`src/hdl/eye_midpoint_head_pose_macros.svh`:
```
// assertion macros for the eye midpoint head pose block
`ifndef EYE_MIDPOINT_HEAD_POSE_MACROS_SVH
`define EYE_MIDPOINT_HEAD_POSE_MACROS_SVH
// implication checked at every edge out of reset
`define EMHP_ASSERT_IMP(label, clk, rstn, cond, prop) \
    label: assert property (@(posedge clk) disable iff (!rstn) (cond) |-> (prop)) \
        else $error("assertion failed");
// next-cycle implication
`define EMHP_ASSERT_NEXT(label, clk, rstn, cond, prop) \
    label: assert property (@(posedge clk) disable iff (!rstn) (cond) |=> (prop)) \
        else $error("assertion failed");
`endif

```
`src/hdl/emhp_pkg.sv`:
```
// ----------------------------------------------------------------------------
// emhp_pkg
// shared constants, types and tables of the eye midpoint head pose block
// ----------------------------------------------------------------------------
`timescale 1ns / 1ps
package emhp_pkg;
    localparam int CoordW = 17;
    localparam int ShiftW = 19;
    localparam int AngW = 17;
    localparam int CordicSteps = 23;
    localparam int StepW = 5;
    localparam int DivSteps = 32;
    localparam int DivCntW = 6;
    localparam int Deg180 = 46080;

    // commands from controller to datapath
    typedef struct packed {
        logic load;
        logic cordic_init;
        logic cordic_step;
        logic cordic_sel;
        logic cordic_save;
        logic div_init;
        logic div_step;
        logic finish;
    } emhp_cmd_t;

    // status from datapath to controller
    typedef struct packed {
        logic both;
        logic need_pitch;
    } emhp_sts_t;

    function automatic logic [21:0] atan_q16(input logic [StepW-1:0] i);
        logic [21:0] r;
        case (i)
            5'd0: r = 22'd2949120; 5'd1: r = 22'd1740967; 5'd2: r = 22'd919879;
            5'd3: r = 22'd466945;  5'd4: r = 22'd234379;  5'd5: r = 22'd117304;
            5'd6: r = 22'd58666;   5'd7: r = 22'd29335;   5'd8: r = 22'd14668;
            5'd9: r = 22'd7334;    5'd10: r = 22'd3667;   5'd11: r = 22'd1833;
            5'd12: r = 22'd917;    5'd13: r = 22'd458;    5'd14: r = 22'd229;
            5'd15: r = 22'd115;    5'd16: r = 22'd57;     5'd17: r = 22'd29;
            5'd18: r = 22'd14;     5'd19: r = 22'd7;      5'd20: r = 22'd4;
            5'd21: r = 22'd2;      5'd22: r = 22'd1;
            default: r = 22'd0;
        endcase
        return r;
    endfunction
endpackage

```
`src/hdl/emhp_ctrl.sv`:
```
// ----------------------------------------------------------------------------
// emhp_ctrl
// sequencer: load, two cordic passes, pitch divide (each as needed), hand-off
// ----------------------------------------------------------------------------
`timescale 1ns / 1ps
`include "eye_midpoint_head_pose_macros.svh"
module emhp_ctrl (
    input  logic                aclk,
    input  logic                aresetn,
    input  logic                s_valid,
    input  logic                in_any,
    output logic                s_ready,
    input  logic                m_valid,
    input  logic                m_ready,
    input  emhp_pkg::emhp_sts_t sts,
    output emhp_pkg::emhp_cmd_t cmd
);
    import emhp_pkg::*;

    localparam logic [2:0] StIdle = 3'd0;
    localparam logic [2:0] StPrep = 3'd1;
    localparam logic [2:0] StCord = 3'd2;
    localparam logic [2:0] StDiv  = 3'd3;
    localparam logic [2:0] StDone = 3'd4;

    logic [2:0] state_reg, state_next;
    logic [DivCntW-1:0] cnt_reg, cnt_next;
    logic pass_reg, pass_next;

    // accept only when idle and the output slot is free or draining
    assign s_ready = (state_reg == StIdle) && (!m_valid || m_ready);

    always_comb begin
        state_next = state_reg;
        cnt_next = cnt_reg;
        pass_next = pass_reg;
        cmd = '0;
        case (state_reg)
            StIdle: begin
                if (s_valid && s_ready && in_any) begin
                    cmd.load = 1'b1;
                    state_next = StPrep;
                    pass_next = 1'b0;
                end
            end
            StPrep: begin
                if (sts.both) begin
                    cmd.cordic_init = 1'b1;
                    cmd.cordic_sel = pass_reg;
                    cnt_next = '0;
                    state_next = StCord;
                end else begin
                    state_next = StDone;
                end
            end
            StCord: begin
                cmd.cordic_sel = pass_reg;
                if (cnt_reg == DivCntW'(CordicSteps)) begin
                    cmd.cordic_save = 1'b1;
                    if (!pass_reg) begin
                        pass_next = 1'b1;
                        state_next = StPrep;
                    end else if (sts.need_pitch) begin
                        cmd.div_init = 1'b1;
                        cnt_next = '0;
                        state_next = StDiv;
                    end else begin
                        state_next = StDone;
                    end
                end else begin
                    cmd.cordic_step = 1'b1;
                    cnt_next = cnt_reg + 1'b1;
                end
            end
            StDiv: begin
                if (cnt_reg == DivCntW'(DivSteps)) begin
                    state_next = StDone;
                end else begin
                    cmd.div_step = 1'b1;
                    cnt_next = cnt_reg + 1'b1;
                end
            end
            StDone: begin
                cmd.finish = 1'b1;
                state_next = StIdle;
            end
            default: state_next = StIdle;
        endcase
    end

    always_ff @(posedge aclk) begin
        if (!aresetn) begin
            state_reg <= StIdle;
            cnt_reg <= '0;
            pass_reg <= 1'b0;
        end else begin
            state_reg <= state_next;
            cnt_reg <= cnt_next;
            pass_reg <= pass_next;
        end
    end

    `EMHP_ASSERT_IMP(a_ready_idle, aclk, aresetn, s_ready, state_reg == StIdle)
    `EMHP_ASSERT_NEXT(a_load_prep, aclk, aresetn, cmd.load, state_reg == StPrep)
    `EMHP_ASSERT_IMP(a_cord_cnt, aclk, aresetn, state_reg == StCord,
        cnt_reg <= DivCntW'(CordicSteps))
endmodule

```
`src/hdl/emhp_dp.sv`:
```
// ----------------------------------------------------------------------------
// emhp_dp
// datapath: midpoint, baseline, shared cordic, restoring divider, output item
// ----------------------------------------------------------------------------
`timescale 1ns / 1ps
module emhp_dp (
    input  logic                aclk,
    input  logic                aresetn,
    input  emhp_pkg::emhp_cmd_t cmd,
    output emhp_pkg::emhp_sts_t sts,
    input  logic                lv,
    input  logic signed [emhp_pkg::CoordW-1:0] lx, ly, lz,
    input  logic                rv,
    input  logic signed [emhp_pkg::CoordW-1:0] rx, ry, rz,
    input  logic                m_ready,
    output logic                m_valid,
    output logic signed [emhp_pkg::ShiftW-1:0] o_sx, o_sy, o_sz,
    output logic                o_av,
    output logic signed [emhp_pkg::AngW-1:0] o_yaw, o_roll,
    output logic                o_pv,
    output logic signed [emhp_pkg::AngW-1:0] o_pitch
);
    import emhp_pkg::*;

    logic signed [CoordW-1:0] mx_reg, my_reg, mz_reg;
    logic signed [CoordW:0] dx_reg, dy_reg, dz_reg;
    logic both_reg;
    logic signed [CoordW-1:0] bx_reg, by_reg, bz_reg;
    logic cap_reg;

    // midpoint or single eye
    logic signed [CoordW:0] sx, sy, sz;
    assign sx = 18'(lx) + 18'(rx);
    assign sy = 18'(ly) + 18'(ry);
    assign sz = 18'(lz) + 18'(rz);

    always_ff @(posedge aclk) begin
        if (cmd.load) begin
            both_reg <= lv && rv;
            dx_reg <= 18'(rx) - 18'(lx);
            dy_reg <= 18'(ry) - 18'(ly);
            dz_reg <= 18'(rz) - 18'(lz);
            if (lv && rv) begin
                mx_reg <= sx[CoordW:1]; my_reg <= sy[CoordW:1]; mz_reg <= sz[CoordW:1];
            end else if (lv) begin
                mx_reg <= lx; my_reg <= ly; mz_reg <= lz;
            end else begin
                mx_reg <= rx; my_reg <= ry; mz_reg <= rz;
            end
        end
    end

    // baseline latched on first binocular frame
    always_ff @(posedge aclk) begin
        if (!aresetn) begin
            bx_reg <= '0; by_reg <= '0; bz_reg <= '0; cap_reg <= 1'b0;
        end else if (cmd.load && lv && rv && !cap_reg) begin
            bx_reg <= sx[CoordW:1]; by_reg <= sy[CoordW:1]; bz_reg <= sz[CoordW:1];
            cap_reg <= 1'b1;
        end
    end

    assign sts.both = both_reg;
    assign sts.need_pitch = (bz_reg > 17'sd16);

    // cordic, 34-bit vectors (inputs x4096 keep within 31 bits with growth)
    logic signed [33:0] cx_reg, cy_reg;
    logic signed [24:0] cz_reg;
    logic signed [AngW:0] cbase_reg;
    logic [1:0] cspec_reg;        // 0 normal, 1 fixed result
    logic signed [AngW:0] cfix_reg;
    logic [StepW-1:0] ci_reg;
    logic signed [AngW-1:0] yaw_reg, roll_reg;

    logic signed [CoordW:0] ay;
    assign ay = cmd.cordic_sel ? dy_reg : dz_reg;

    logic signed [24:0] zr;
    logic signed [AngW+1:0] rr;
    logic signed [AngW-1:0] rclamp;
    always_comb begin
        zr = cz_reg + 25'sd128;
        if (cspec_reg != 2'd0) rr = 19'(cfix_reg);
        else rr = 19'(cbase_reg) + 19'(zr >>> 8);
        if (rr > 19'sd46080) rclamp = 17'sd46080;
        else if (rr < -19'sd46080) rclamp = -17'sd46080;
        else rclamp = rr[AngW-1:0];
    end

    always_ff @(posedge aclk) begin
        if (cmd.cordic_init) begin
            ci_reg <= '0;
            cz_reg <= '0;
            // exact axes, left half-plane fold, or plain vectoring
            if (ay == 0) begin
                cspec_reg <= 2'd1;
                cfix_reg <= (dx_reg >= 0) ? 18'sd0 : 18'sd46080;
                cbase_reg <= '0;
            end else if (dx_reg == 0) begin
                cspec_reg <= 2'd1;
                cfix_reg <= (ay > 0) ? 18'sd23040 : -18'sd23040;
                cbase_reg <= '0;
            end else if (dx_reg < 0) begin
                cspec_reg <= 2'd0;
                cfix_reg <= '0;
                cbase_reg <= (ay > 0) ? 18'sd46080 : -18'sd46080;
            end else begin
                cspec_reg <= 2'd0;
                cfix_reg <= '0;
                cbase_reg <= '0;
            end
            // start vector, mirrored through the origin in the left half-plane
            if (ay != 0 && dx_reg < 0) begin
                cx_reg <= -(34'(dx_reg) <<< 12);
                cy_reg <= -(34'(ay) <<< 12);
            end else begin
                cx_reg <= 34'(dx_reg) <<< 12;
                cy_reg <= 34'(ay) <<< 12;
            end
        end else if (cmd.cordic_step) begin
            ci_reg <= ci_reg + 1'b1;
            if (cy_reg > 0) begin
                cx_reg <= cx_reg + (cy_reg >>> ci_reg);
                cy_reg <= cy_reg - (cx_reg >>> ci_reg);
                cz_reg <= cz_reg + 25'(atan_q16(ci_reg));
            end else begin
                cx_reg <= cx_reg - (cy_reg >>> ci_reg);
                cy_reg <= cy_reg + (cx_reg >>> ci_reg);
                cz_reg <= cz_reg - 25'(atan_q16(ci_reg));
            end
        end
        if (cmd.cordic_save) begin
            if (cmd.cordic_sel) roll_reg <= rclamp;
            else yaw_reg <= -rclamp;
        end
    end

    // pitch: (2n + bz) / (2 bz), restoring, one quotient bit a cycle
    // the 32-bit numerator sits at the top of the 34-bit shift register
    logic [33:0] num_reg;
    logic [33:0] rem_reg;
    logic [31:0] quo_reg;
    logic [17:0] den_reg;
    logic neg_reg;
    logic signed [CoordW:0] dm;
    logic [CoordW:0] adm;
    logic [33:0] rtry;
    assign dm = 18'(mz_reg) - 18'(bz_reg);
    assign adm = dm[CoordW] ? 18'(-dm) : 18'(dm);
    assign rtry = {rem_reg[32:0], num_reg[33]} - 34'(den_reg);

    always_ff @(posedge aclk) begin
        if (cmd.div_init) begin
            num_reg <= ((34'(adm) * 34'd30720) + 34'(bz_reg)) << 2;
            den_reg <= {bz_reg, 1'b0};
            rem_reg <= '0;
            quo_reg <= '0;
            neg_reg <= dm[CoordW];
        end else if (cmd.div_step) begin
            num_reg <= {num_reg[32:0], 1'b0};
            if (!rtry[33]) begin
                rem_reg <= rtry;
                quo_reg <= {quo_reg[30:0], 1'b1};
            end else begin
                rem_reg <= {rem_reg[32:0], num_reg[33]};
                quo_reg <= {quo_reg[30:0], 1'b0};
            end
        end
    end

    logic signed [AngW-1:0] pq;
    assign pq = (quo_reg > 32'd46080) ? 17'sd46080 : 17'(quo_reg);

    // cm q8 conversion: round(|d|*16/10)
    function automatic logic signed [ShiftW-1:0] to_cm(input logic signed [CoordW:0] d);
        logic [CoordW:0] m;
        logic [23:0] t;
        logic [47:0] p;
        logic [ShiftW-1:0] q;
        m = d[CoordW] ? 18'(-d) : 18'(d);
        t = 24'(m) * 24'd8 + 24'd2;
        // divide by 5: multiply by ceil(2^23 / 5), exact for t below 2^22
        p = 48'(t) * 48'd1677722;
        q = ShiftW'(p >> 23);
        return d[CoordW] ? -$signed(q) : $signed(q);
    endfunction

    // output register
    always_ff @(posedge aclk) begin
        if (!aresetn) begin
            m_valid <= 1'b0;
        end else if (cmd.finish) begin
            m_valid <= 1'b1;
        end else if (m_ready) begin
            m_valid <= 1'b0;
        end
    end

    always_ff @(posedge aclk) begin
        if (cmd.finish) begin
            o_sx <= -to_cm(18'(mx_reg) - 18'(bx_reg));
            o_sy <= to_cm(18'(my_reg) - 18'(by_reg));
            o_sz <= to_cm(dm);
            o_av <= both_reg;
            o_yaw <= both_reg ? yaw_reg : '0;
            o_roll <= both_reg ? roll_reg : '0;
            o_pv <= both_reg && sts.need_pitch;
            o_pitch <= (both_reg && sts.need_pitch) ? (neg_reg ? pq : -pq) : '0;
        end
    end
endmodule

```
`src/hdl/eye_midpoint_head_pose.sv`:
```
// ----------------------------------------------------------------------------
// eye_midpoint_head_pose
// head translation and angles from one binocular eye-position frame
// ----------------------------------------------------------------------------
// a single-eye frame goes straight to the result; both eyes run one cordic unit
// twice for 23 steps each, then, when pitch is needed, a 32-step restoring divider
// a new frame is taken only once the last is done and the output slot is free or
// draining; frames with no valid eye are consumed with no result
// reset clears the baseline, its capture flag and the result valid
`timescale 1ns / 1ps
module eye_midpoint_head_pose (
    input  logic aclk,
    input  logic aresetn,
    input  logic s_valid,
    output logic s_ready,
    input  logic s_left_valid,
    input  logic signed [emhp_pkg::CoordW-1:0] s_left_x, s_left_y, s_left_z,
    input  logic s_right_valid,
    input  logic signed [emhp_pkg::CoordW-1:0] s_right_x, s_right_y, s_right_z,
    output logic m_valid,
    input  logic m_ready,
    output logic signed [emhp_pkg::ShiftW-1:0] m_shift_x, m_shift_y, m_shift_z,
    output logic m_angles_valid,
    output logic signed [emhp_pkg::AngW-1:0] m_yaw_angle, m_roll_angle,
    output logic m_pitch_valid,
    output logic signed [emhp_pkg::AngW-1:0] m_pitch_angle
);
    import emhp_pkg::*;

    emhp_cmd_t cmd;
    emhp_sts_t sts;

    emhp_ctrl u_ctrl (
        .aclk(aclk), .aresetn(aresetn), .s_valid(s_valid),
        .in_any(s_left_valid || s_right_valid), .s_ready(s_ready),
        .m_valid(m_valid), .m_ready(m_ready), .sts(sts), .cmd(cmd)
    );

    emhp_dp u_dp (
        .aclk(aclk), .aresetn(aresetn), .cmd(cmd), .sts(sts),
        .lv(s_left_valid), .lx(s_left_x), .ly(s_left_y), .lz(s_left_z),
        .rv(s_right_valid), .rx(s_right_x), .ry(s_right_y), .rz(s_right_z),
        .m_ready(m_ready), .m_valid(m_valid),
        .o_sx(m_shift_x), .o_sy(m_shift_y), .o_sz(m_shift_z),
        .o_av(m_angles_valid), .o_yaw(m_yaw_angle), .o_roll(m_roll_angle),
        .o_pv(m_pitch_valid), .o_pitch(m_pitch_angle)
    );
endmodule
```
`config.mk`:
```
export PLATFORM = sky130hd
export DESIGN_NAME = eye_midpoint_head_pose
export DESIGN_NICKNAME = d
export VERILOG_FILES = /design/src/hdl/emhp_pkg.sv /design/src/hdl/emhp_ctrl.sv /design/src/hdl/emhp_dp.sv /design/src/hdl/eye_midpoint_head_pose.sv
export VERILOG_INCLUDE_DIRS = /design/src /design/src/hdl
export SDC_FILE = /design/constraint.sdc
export NUM_CORES = 2
export LEC_CHECK = 0
export ABC_AREA = 1
export BUFFER_PORTS_ARGS = -buffer_cell sky130_fd_sc_hd__buf_2
export CAP_MARGIN = 20
export CORE_MARGIN = 2
export CORE_UTILIZATION = 42
export CTS_CLUSTER_DIAMETER = 120
export CTS_CLUSTER_SIZE = 8
export DETAILED_ROUTE_END_ITERATION = 8
export PLACE_DENSITY = 0.65
export SLEW_MARGIN = 20
export SYNTH_ARGS = -nofsm -noshare
export SYNTH_HDL_FRONTEND = slang
export SYNTH_SLANG_ARGS = --single-unit
```
`constraint.sdc`:
```
create_clock -name aclk -period 11.7 [get_ports aclk]
set_clock_uncertainty 0.05 [all_clocks]
set_input_delay 2.34 -clock aclk [delete_from_list [all_inputs] [get_ports aclk]]
set_output_delay 2.34 -clock aclk [all_outputs]
set_load 0.01 [all_outputs]
```
# --- Word-level counts from Yosys, hierarchy flattened ---
# Memories as Yosys holds them, arrays and structs flattened. A register that Yosys moved wholly into a read port is not among the register bits.
# Cells that the tools add are included.
totals:
  ff_bits: 564
  mem_bits_ro: 1408
  n_memories: 2
classes:
  addsub: 35
  mul: 4
  magnitude_cmp: 8
  n_eq_ne: 13
  shifts: 2
  muxes: 80
  n_bitwise: 2
  n_reduce_logical: 29
mem_list:
  columns: ["memory", "words", "width", "rd", "rd_ports_with_merged_regs", "wr", "line_no", "rtl"]
  rows:
  - ["(name not given)", 32, 22, 1, 1, 0, "emhp_pkg.sv:36", "case (i)"]
  - ["(name not given)", 32, 22, 1, 1, 0, "emhp_pkg.sv:36", null]
ops:
  columns: ["operator", "count"]
  rows:
  - ["2-to-1 mux 34 bit", 10]
  - ["2-to-1 mux 17 bit", 10]
  - ["2-to-1 mux 18 bit", 8]
  - ["2-to-1 mux 22 bit", 6]
  - ["multiplier 24 x 20 -> 41 bit (second input constant)", 3]
  - ["subtractor 17 x 17 -> 18 bit", 6]
  - ["2-to-1 mux 19 bit", 4]
  - ["negator 19 bit", 4]
  - ["adder 34 bit", 2]
  - ["negator 30 -> 34 bit", 2]
  - [">>> shifter 34 x 5 -> 34 bit", 2]
  - ["subtractor 34 bit", 2]
  - ["adder 21 x 2 -> 22 bit (second input constant)", 3]
  - ["logical NOT 32 bit", 2]
  - ["adder 17 x 17 -> 18 bit", 3]
  - ["negator 18 bit", 3]
  - ["greater-than comparator 34 x 1 -> 1 bit (second input constant)", 1]
  - ["negator 17 bit", 2]
  - ["subtractor 34 x 18 -> 34 bit", 1]
  - ["2-to-1 mux 33 bit", 1]
  - ["adder 32 bit", 1]
  - ["greater-than comparator 32 x 16 -> 1 bit (second input constant)", 1]
  - ["nonzero test 32 bit", 1]
  - ["2-to-1 mux 6 bit", 5]
  - ["41 further kinds", 90]

# --- Longest topological paths before layout ---
depth:
  ltp_word: 10
  depth_mapped: 55
  ltp_nobuf: 55

# --- Hierarchy ---
# Synthesis repeated with hierarchy kept, for this count alone.
hier_totals:
  cells_unflattened: 9417
  area_unflattened_um2: 70646.5
modules_own_cells:
  columns: ["module", "n_inst", "cells_each", "area_per_inst_um2", "seq_area_each_um2"]
  rows:
  - ["emhp_dp", 1, 9288, 69870.8, 14724.1]
  - ["emhp_ctrl", 1, 126, 764.5, 200.2]
  - ["eye_midpoint_head_pose", 1, 3, 11.3, 0.0]

# --- Worst setup path after synthesis ---
# OpenSTA, ideal clock, no wires.
synth_timing:
  path_type: "reg-to-reg"
  start: "register u_dp.mz_reg[0]"
  end: "register u_dp.o_sz[16] in the netlist's numbering (data pin)"
  setup_time_ns: 0.252
  t_arrival_ns: 8.502
  required_time_ns: 11.398
  setup_slack_ns: 2.895
  path_stages_with_launch: 51
  period_less_slack_ns: 8.805
  path_cell_list: "edfxtp_1 > inv_1 > ha_1 > inv_1 > fa_1 > nand3_1 > nand3_1 > nand2_1 > nand3_1 > nand2_1 > nand2_1 > nand2_1 > nand2_1 > nand2_1 > nand2_1 > xor2_1 > inv_1 > nor3_1 > (+15 left out) > fa_1 > ha_1 > a21oi_1 > o21ai_0 > o21bai_1 > a21o_1 > a21oi_1 > xor2_1 > ha_1 > nand2_1 > nor2_1 > nand3_1 > nor2_1 > nand3_1 > nand2_1 > nand2_1 > nand2_1 > nand2_1"
synth_via:
  elab_chain_cells: 7
synth_rtl:
  columns: ["item", "line_no", "rtl"]
  rows:
  - ["start, declared", "emhp_dp.sv:25", "logic signed [CoordW-1:0] mx_reg, my_reg, mz_reg;"]
  - ["start signal, assigned", "emhp_dp.sv:44", "mx_reg <= sx[CoordW:1]; my_reg <= sy[CoordW:1]; mz_reg <= sz[CoordW:1];"]
  - ["start signal, assigned", "emhp_dp.sv:46", "mx_reg <= lx; my_reg <= ly; mz_reg <= lz;"]
  - ["start signal, assigned", "emhp_dp.sv:48", "mx_reg <= rx; my_reg <= ry; mz_reg <= rz;"]
  - ["subtractor 17 x 17 -> 18 bit *", "emhp_dp.sv:148", "assign dm = 18'(mz_reg) - 18'(bz_reg);"]
  - ["negator 18 bit", "emhp_dp.sv:180", "m = d[CoordW] ? 18'(-d) : 18'(d);"]
  - ["2-to-1 mux 18 bit", "emhp_dp.sv:180", null]
  - ["adder 21 x 2 -> 22 bit", "emhp_dp.sv:181", "t = 24'(m) * 24'd8 + 24'd2;"]
  - ["multiplier 24 x 20 -> 41 bit", "emhp_dp.sv:183", "p = 48'(t) * 48'd1677722;"]
  - ["negator 19 bit", "emhp_dp.sv:185", "return d[CoordW] ? -$signed(q) : $signed(q);"]
  - ["2-to-1 mux 19 bit *", "emhp_dp.sv:185", null]
  - ["end signal, assigned", "emhp_dp.sv:203", "o_sz <= to_cm(dm);"]
  - ["end, declared", "emhp_dp.sv:17", "output logic signed [emhp_pkg::ShiftW-1:0] o_sx, o_sy, o_sz,"]
# Every way passes the cells marked *; elsewhere a longest branch is shown, timed or not.
# A chain may end at the register's enable or synchronous reset.

# --- Final worst setup path ---
layout_timing:
  start: "register u_dp.bz_reg[2]"
  end: "register u_dp.o_sz[16] in the netlist's numbering (data pin)"
layout_via:
  elab_chain_cells: 7
layout_rtl:
  columns: ["item", "line_no", "rtl"]
  rows:
  - ["start, declared", "emhp_dp.sv:28", "logic signed [CoordW-1:0] bx_reg, by_reg, bz_reg;"]
  - ["start signal, assigned", "emhp_dp.sv:58", "bx_reg <= sx[CoordW:1]; by_reg <= sy[CoordW:1]; bz_reg <= sz[CoordW:1];"]
  - ["subtractor 17 x 17 -> 18 bit *", "emhp_dp.sv:148", null]
  - ["negator 18 bit", "emhp_dp.sv:180", null]
  - ["2-to-1 mux 18 bit", "emhp_dp.sv:180", null]
  - ["adder 21 x 2 -> 22 bit", "emhp_dp.sv:181", null]
  - ["multiplier 24 x 20 -> 41 bit", "emhp_dp.sv:183", null]
  - ["negator 19 bit", "emhp_dp.sv:185", null]
  - ["2-to-1 mux 19 bit *", "emhp_dp.sv:185", null]
# Marked as above.

==> impl_metrics.json <==
{
  "start_util_pct": 42.36,
  "ys_seq_area_share_pct": 21.04,
  "muxShareOfSynthArea_pct": 0.5928,
  "n_fill_cell": 16970,
  "path_clk_slew_ps": 50,
  "cts_resized": 0,
  "cpMostUsedCell": "nand2_1",
  "outcome": "finished with violations",
  "die_y_microns": 414.9,
  "routed_wl_microns": 217200,
  "slew_viol_final": 0,
  "ios": 220,
  "cts_tree": "yes",
  "worstSetupPathType": "reg -> reg",
  "grt-ovfl-total": 0,
  "seqCellArea_sq_um": 14930,
  "postSynth.asyncResetShare_pct": 0,
  "core-area_sq_um": 167400,
  "layout-drive-gt1-share_pct": 5.721,
  "worst_path_max_delay_cell": "xor2_1",
  "wl_per_cell_microns": 18.14,
  "grt_usage_pct": 24.94,
  "ys_types": 84,
  "antenna_found_initial": 18,
  "cts_sinks": 557,
  "syn_to_final_growth_pct": 8.177,
  "postSynthCellCount": 9540,
  "synthAdderAreaFrac_pct": 27.90,
  "die_w_microns": 414.9,
  "via_count": 62480,
  "rsz0062_at_grt": "no",
  "hpwl_microns": 180400,
  "clockBufferDepth": 3,
  "setup_tns_ps": 0,
  "drv.max_cap_violation_count": 0,
  "row_count": 150,
  "multi_input_area_sq_um": 47970,
  "first_global_vias": 61620,
  "cts_buffers": 81,
  "fin_crit_ps": 10200,
  "root_buffer": "clkbuf_16",
  "grt_max_degree": 105,
  "synth_ff_type": "edfxtp_1",
  "hold_viol_final": 0,
  "cts_hold_buf": 0,
  "nets": 11120,
  "cp.arrival_ps": 10570,
  "die_area_sq_um": 172200,
  "finalSetupViolCount": 0,
  "period_share_pct": 87.21,
  "htreeDepth": 3,
  "grt_pass1_wl_microns": 341700,
  "hold_path.class": "reg -> reg",
  "avgViaCountPerCell": 5.218,
  "synth_enable_flop_cells": 377,
  "synthXorXnorAreaFrac_pct": 5.593,
  "avgSynthCellArea_sq_um": 7.434,
  "clock_latency_ps": 700,
  "io_buffers": 219,
  "yosys.area.top_type": "edfxtp_1",
  "synth_top_family_by_area": "adder cells",
  "slew_headroom_pct": 33.40,
  "post_cts_buffers": 0,
  "drcViolationCount": 2,
  "end_kind": "flop",
  "cpPeakStageDelay_ps": 580,
  "netlist.area_leader.share_pct": 15.96,
  "path_buf_inv": 8,
  "drt-pass1-iter-count": 8,
  "cp-start-kind": "flop",
  "violations": "design-rule violations",
  "syn-cell-area_sq_um": 70920,
  "drtIter0Drc": 4752,
  "cp_max_fo": 19,
  "ys_ff_latch": 557,
  "clock.fmax_ghz": 0.09801,
  "synth-simple-area-share_pct": 20.61,
  "worst_slew_pin_slew_ps": 988.5,
  "worstPathRequired_ps": 12070,
  "gp_congestion": 1.000,
  "synthesis.nets": 10970,
  "ant_nets": 0,
  "synthTopCellsByArea": "edfxtp_1, ha_1, fa_1",
  "synth_compound_area_share_pct": 12.90,
  "cp_top_family": "adder cells",
  "synth_warnings": 0
}
[routing by layer]
layer	vias up	global-route usage (%)	routed length, microns
met1	29360	33.53	98660
met5	-	0	40
met3	304	2.750	10770
met4	6	8.574	7635
met2	1652	41.53	100100
li1	31160	-	-
[stage by stage]
stage	setup WS, ps	instance area, sq um	utilization, %	hold WS (ps)	instances
after detailed placement	1587	74200	44.32	392.4	11810
after CTS	1552	76650	45.79	403.7	11960
after global placement	1666	74200	44.32	382.8	11810
final	1496	76720	45.83	404.5	11970
after floorplan	2895	70920	-	374.4	9540
after global routing	618.3	76710	45.82	416.9	11970
[placed cells by master (no fill, tap or decap), drive strengths merged, types with 11 or more instances in the layout]
cell and count:
a21oi 551, o31ai 11, o21bai 34, nand3b 26
nand2 2066, o22ai 11, buf 269, a21o 28
nor4 36, ha 898, a211oi 12, mux2i 40
o21a 25, or2 47, xnor2 114, a22oi 43
edfxtp 377, o211ai 97, a31oi 37, a21boi 19
nand4 91, nor3 121, o21ai 671, clkbuf 140
diode 15, o221ai 31, nand3 381, nor2 673
inv 1886, dfxtp 180, xor2 338, fa 427
[cells in the mapped netlist, types with 37 or more instances]
cell type / count
nand3_1: 372
fa_1: 427
o21ai_0: 501
nand4_1: 91
clkbuf_1: 101
a21oi_1: 543
dfxtp_1: 180
nand2_1: 2042
a22oi_1: 43
edfxtp_1: 377
a31oi_1: 37
nor3_1: 114
ha_1: 898
inv_1: 1852
buf_2: 46
nor2_1: 642
o211ai_1: 97
o21ai_1: 152
xor2_1: 337
xnor2_1: 114
mux2i_1: 37
[area by class of cell]
class                           instances  share of cell area (%)
Multi-Input combinational cell       6894                   62.53
Sequential cell                       557                   19.46
Inverter                             1886                   9.233
Tap cell                             2204                   3.595
Clock buffer                          140                   3.027
Timing Repair Buffer                  269                   1.934
Clock inverter                          8                  0.1664
Antenna cell                           15                 0.04893
[worst reg2reg max path, delay by kind of cell (launching register included)]
| kind | cells | cell delay, ps |
|---|---|---|
| adders and majority gates | 10 | 4210 |
| DFF | 1 | 340 |
| and+or+nand+nor | 14 | 1760 |
| buffers and inverters | 8 | 740 |
| xor gates and xnor gates | 2 | 920 |
| AOI/OAI and AO/OA | 10 | 1890 |
[final timing paths]
| check | from | to | slack, ps | cells past startpoint |
|---|---|---|---|---|
| setup / recovery | u_dp.bz_reg[2] | u_dp.o_sz[16] | 1500 | 44 |
| hold / removal | u_dp.bz_reg[2] | u_dp.den_reg[3] | 400 | 0 |
| setup reg to reg | u_dp.bz_reg[2] | u_dp.o_sz[16] | 1500 | 44 |
| hold reg to reg | u_dp.bz_reg[2] | u_dp.den_reg[3] | 400 | 0 |
[cells by family after synthesis]
kind of cell,count (synthesis)
XOR/XNOR,452
adder cells (fa/ha/maj),1325
AO/OA/AOI/OAI,1605
flip-flops,557
AND/OR/NAND/NOR,3472
multiplexers,40
buffers and inverters,2089
Power is not shown: default switching activity piles up to over one toggle a cycle in this logic, so the estimate is an artifact.
